File: config.mk
export PLATFORM = sky130hd
export DESIGN_NAME = othr_ctrl
export DESIGN_NICKNAME = d
export VERILOG_FILES = /design/src/rtl/othr_pkg.sv /design/src/rtl/othr_ctrl.sv
export SDC_FILE = /design/constraint.sdc
export NUM_CORES = 1
export LEC_CHECK = 0
export BUFFER_PORTS_ARGS = -buffer_cell sky130_fd_sc_hd__buf_2
export CAP_MARGIN = 20
export CORE_AREA = 2 2 39 41
export CTS_CLUSTER_DIAMETER = 30
export DETAILED_ROUTE_END_ITERATION = 6
export DIE_AREA = 0 0 41 43
export GPL_TIMING_DRIVEN = 0
export PLACE_DENSITY = 0.65
export SYNTH_ARGS = -nofsm -noshare
export SYNTH_HDL_FRONTEND = slang
export SYNTH_SLANG_ARGS = --single-unit
File: constraint.sdc
create_clock -name clk_i -period 2.5 [get_ports clk_i]
set_clock_uncertainty 0.2 [all_clocks]
set_input_delay 0.25 -clock clk_i [delete_from_list [all_inputs] [get_ports clk_i]]
set_output_delay 0.25 -clock clk_i [all_outputs]
set_load 0.01 [all_outputs]
File: src/rtl/othr_pkg.sv
// ----------------------------------------------------------------------------
// othr_pkg
// Shared widths, types and codes of the Otsu threshold block.
// ----------------------------------------------------------------------------
package othr_pkg;

  localparam int unsigned NBINS       = 256;
  localparam int unsigned PIX_W       = 8;
  localparam int unsigned CNT_W       = 25;
  localparam int unsigned T_W         = 32;
  localparam int unsigned D_W         = CNT_W + T_W;
  localparam int unsigned DEN_W       = 2 * CNT_W;
  localparam int unsigned A_W         = 2 * D_W;
  localparam int unsigned B_W         = D_W;
  localparam int unsigned P_W         = A_W + B_W;
  localparam int unsigned MAX_PIXELS_DEF = 1048576;

  typedef enum logic [1:0] {
    MSEL_SQ  = 2'd0,
    MSEL_LHS = 2'd1,
    MSEL_RHS = 2'd2
  } msel_e;

  typedef struct packed {
    logic  intake_en;
    logic  scan_init;
    logic  zero_we;
    logic  idx_inc;
    logic  acc;
    logic  calc;
    logic  diff;
    logic  mul_start;
    msel_e msel;
    logic  mul_cap;
    logic  out_load;
  } cmd_t;

  typedef struct packed {
    logic mul_busy;
    logic skip;
    logic idx_last;
    logic last_acc;
    logic out_free;
  } sts_t;

endpackage

File: src/rtl/othr_ctrl.sv
// ----------------------------------------------------------------------------
// othr_ctrl
// Sequencer for reset clearing, pixel intake and the per-frame bin scan.
// ----------------------------------------------------------------------------
module othr_ctrl
  import othr_pkg::*;
(
  input  logic clk_i,
  input  logic rst_ni,
  input  sts_t sts_i,
  output cmd_t cmd_o
);

  localparam logic [3:0] S_CLR   = 4'd0;
  localparam logic [3:0] S_RUN   = 4'd1;
  localparam logic [3:0] S_DRAIN = 4'd2;
  localparam logic [3:0] S_RD    = 4'd3;
  localparam logic [3:0] S_ACC   = 4'd4;
  localparam logic [3:0] S_CALC  = 4'd5;
  localparam logic [3:0] S_DIFF  = 4'd6;
  localparam logic [3:0] S_SQ    = 4'd7;
  localparam logic [3:0] S_SQW   = 4'd8;
  localparam logic [3:0] S_LHS   = 4'd9;
  localparam logic [3:0] S_LHSW  = 4'd10;
  localparam logic [3:0] S_RHS   = 4'd11;
  localparam logic [3:0] S_RHSW  = 4'd12;
  localparam logic [3:0] S_NEXT  = 4'd13;
  localparam logic [3:0] S_OUT   = 4'd14;

  logic [3:0] state_q, state_d;

  always_ff @(posedge clk_i or negedge rst_ni) begin
    if (!rst_ni) begin
      state_q <= S_CLR;
    end else begin
      state_q <= state_d;
    end
  end

  always_comb begin
    state_d = state_q;
    cmd_o   = '0;
    cmd_o.msel = MSEL_SQ;
    case (state_q)
      S_CLR: begin
        cmd_o.zero_we = 1'b1;
        cmd_o.idx_inc = 1'b1;
        if (sts_i.idx_last) state_d = S_RUN;
      end
      S_RUN: begin
        cmd_o.intake_en = 1'b1;
        if (sts_i.last_acc) state_d = S_DRAIN;
      end
      S_DRAIN: begin
        cmd_o.scan_init = 1'b1;
        state_d = S_RD;
      end
      S_RD: state_d = S_ACC;
      S_ACC: begin
        cmd_o.acc     = 1'b1;
        cmd_o.zero_we = 1'b1;
        state_d = S_CALC;
      end
      S_CALC: begin
        cmd_o.calc = 1'b1;
        state_d = sts_i.skip ? S_NEXT : S_DIFF;
      end
      S_DIFF: begin
        cmd_o.diff = 1'b1;
        state_d = S_SQ;
      end
      S_SQ: begin
        cmd_o.mul_start = 1'b1;
        state_d = S_SQW;
      end
      S_SQW: begin
        if (!sts_i.mul_busy) begin
          cmd_o.mul_cap = 1'b1;
          state_d = S_LHS;
        end
      end
      S_LHS: begin
        cmd_o.msel      = MSEL_LHS;
        cmd_o.mul_start = 1'b1;
        state_d = S_LHSW;
      end
      S_LHSW: begin
        cmd_o.msel = MSEL_LHS;
        if (!sts_i.mul_busy) begin
          cmd_o.mul_cap = 1'b1;
          state_d = S_RHS;
        end
      end
      S_RHS: begin
        cmd_o.msel      = MSEL_RHS;
        cmd_o.mul_start = 1'b1;
        state_d = S_RHSW;
      end
      S_RHSW: begin
        cmd_o.msel = MSEL_RHS;
        if (!sts_i.mul_busy) begin
          cmd_o.mul_cap = 1'b1;
          state_d = S_NEXT;
        end
      end
      S_NEXT: begin
        cmd_o.idx_inc = 1'b1;
        state_d = sts_i.idx_last ? S_OUT : S_RD;
      end
      S_OUT: begin
        if (sts_i.out_free) begin
          cmd_o.out_load = 1'b1;
          state_d = S_RUN;
        end
      end
      default: state_d = S_CLR;
    endcase
  end

endmodule

==> reports/qor.txt <==
outcome: complete, no violations
fill count: 155
footprint of the multi-input gates: 310 um^2
CTS clock-pin slew for the worst setup and hold paths: 30 ps
area grow syn2layout: 32.0%
setup TNS: 0 ps
initial antenna violation count: 0
crit end category: output pin
Root Buffer: clkbuf_4
DR pass1 iterations: 4
number of global-route vias before repair: 462
Num Clock Sinks: 4
H-tree Lvls: 1
Post-Syn Nets: 70
critical path required time: 2050 ps
core footprint: 1380 um^2
synthesized area: 445 um^2
Final setup viols: 0
worst skew pair latency: 240 ps
area post-placement: 556 um^2
Worst Hold Class: in2reg
actual slew at the worst max-slew pin: 457 ps
Pwr Density: 1340 nW/um^2
CTS buffer count: 3
die area: 1760 um^2
slew margin rel.: 69.3%
first-pass GRT wire length: 1.84 mm
DIE HEIGHT: 43 um
grt total ovfl: 0
CP Class: reg2out
final hold vios: 0
synthesis-stage register bit count: 4
mean post-synth cell area: 7.07 um^2
Critical Path Fanout Max: 10
leakage: 0.295 nW
Clock Path Buffers: 2
biggest regs: state_q: 4 flops
IO buf count: 18
detailed placement HPWL: 908 um
antenna-violating nets left: 0
DR DRC count: 0
Power, Total: 0.786 mW
layout cells sized above 1: 31.8%
post-CTS sizing: 0
RSZ-0062 raised after global routing: false
crit share post-route: 78.9%
DRT iter0 DRCs: 14
register area: 100 um^2
most frequent cells in the layout: 19 x buf_2, 9 x nor2_1, 6 x nand2_1, 6 x nor3_1, 6 x a21oi_1
Setup crit start kind: flop
max cap viols: 0
Top Ports: 19
crit path DAT: 1520 ps
Seq/Total Area, Yosys: 22.5%
gp weighted congestion: 0.766
CTS tree: done
Largest register FFs: 4
Slew Viols, Final: 0
initial core utilization: 32.2%
Via density: 5.16
Yosys warning total: 0
Finished Cell Area: 588 um^2
maximum VDD drop: 373 uV
die width: 41 um
n_diodes: 0
row cnt: 14
Nets: 94
most common cell after layout, fill and taps aside: buf_2
Routed WL: 1.19 mm
Largest Register: state_q
total number of vias: 521
wire per inst: 11.7 um
Distinct cells, synth: 27
GRT Total Usage: 15.8%
crit path time final: 1970 ps
largest net degree at the start of global routing: 11
fmax: 507 MHz
Mapped Cells: 63
-- area by class of cell --
class,instances,share of cell area (%)
Buffer,5,4.68
Clock buffer,3,3.83
Inverter,2,1.28
Multi-Input combinational cell,52,52.8
Sequential cell,4,17.0
Tap cell,16,3.40
Timing Repair Buffer,19,17.0
-- kinds of logic (layout without fill, tap and decap cells) --
logic type	count (synthesis)	count (layout)	share of synthesized area, %
DFF	4	4	22.5
AOI/OAI and AO/OA	15	15	22.8
muxes	3	3	7.86
buffers and inverters	7	29	7.86
and+or+nand+nor	34	34	39.0
-- metrics by stage --
stage / hold WS [ps] / instances / setup WS [ps] / utilization, %
after floorplan: -246 / 63 / 645 / -
after global placement: -145 / 97 / 604 / 40.1
after detailed placement: -139 / 97 / 594 / 40.1
after CTS: 130 / 101 / 515 / 42.5
after global routing: 166 / 101 / 329 / 42.5
final: 129 / 101 / 528 / 42.5
-- Yosys cell counts --
cell	number	share of area [%]
nor2_1	9	7.6
a21oi_1	6	6.7
nand2_1	6	5.1
nor3_1	6	6.7
dfrtp_1	4	22
clkbuf_1	3	2.5
nor2b_1	3	4.2
o21ai_0	3	3.4
inv_1	2	1.7
mux2i_1	2	4.5
nand2b_1	2	2.8
nand3_1	2	2.2
a211oi_1	1	1.7
a21o_1	1	1.7
a21oi_2	1	2.0
a2bb2oi_1	1	2.0
a311oi_2	1	3.4
and2_1	1	1.4
and2b_1	1	1.7
and3_1	1	1.4
buf_2	1	1.1
buf_6	1	2.5
mux2_4	1	3.4
nand4b_1	1	2.0
nor4_1	1	1.4
o32ai_1	1	2.0
or4_4	1	2.5
-- report_power, final --
group          total (mW)  switching (mW)  internal, mW
sequential          0.135          0.0365        0.0990
combinational       0.568           0.320         0.247
clock              0.0828          0.0290        0.0538
-- what timing repair did --
action | 4_1_cts | 5_1_grt
endpoints found under the setup margin | 0 | 0
hold buffers | 1 | 0
buffers inserted | 0 | 0
hold endpoints to repair | 4 | 0
-- worst max-delay path, stage by stage (launching register included) --
cell and delay [ps]:
dfrtp_1 410, clkbuf_1 330, nand2_1 150, a211oi_1 230, buf_2 160
-- final timing paths --
kind	from	to	slack, ps	depth (start not counted)
min in group asynchronous	rst_ni	state_q[2]$_DFFE_PN0P_	150	2
hold reg to reg	state_q[2]$_DFFE_PN0P_	state_q[0]$_DFFE_PN0P_	460	2
max in group asynchronous	rst_ni	state_q[3]$_DFFE_PN0P_	1830	2
hold / removal	sts_i[4]	state_q[0]$_DFFE_PN0P_	130	3
setup / recovery	state_q[0]$_DFFE_PN0P_	cmd_o[8]	530	4
setup reg to reg	state_q[3]$_DFFE_PN0P_	state_q[1]$_DFFE_PN0P_	590	5
-- per-layer routing --
layer  GRT usage, %  wire length, um  vias to the layer above
met4           13.3               36                        0
met2           23.8              574                       19
li1               -                -                      268
met1           17.6              509                      229
met5              0                0                        -
met3           3.66               64                        5
No activity file was read; power rests on OpenSTA's default activity.
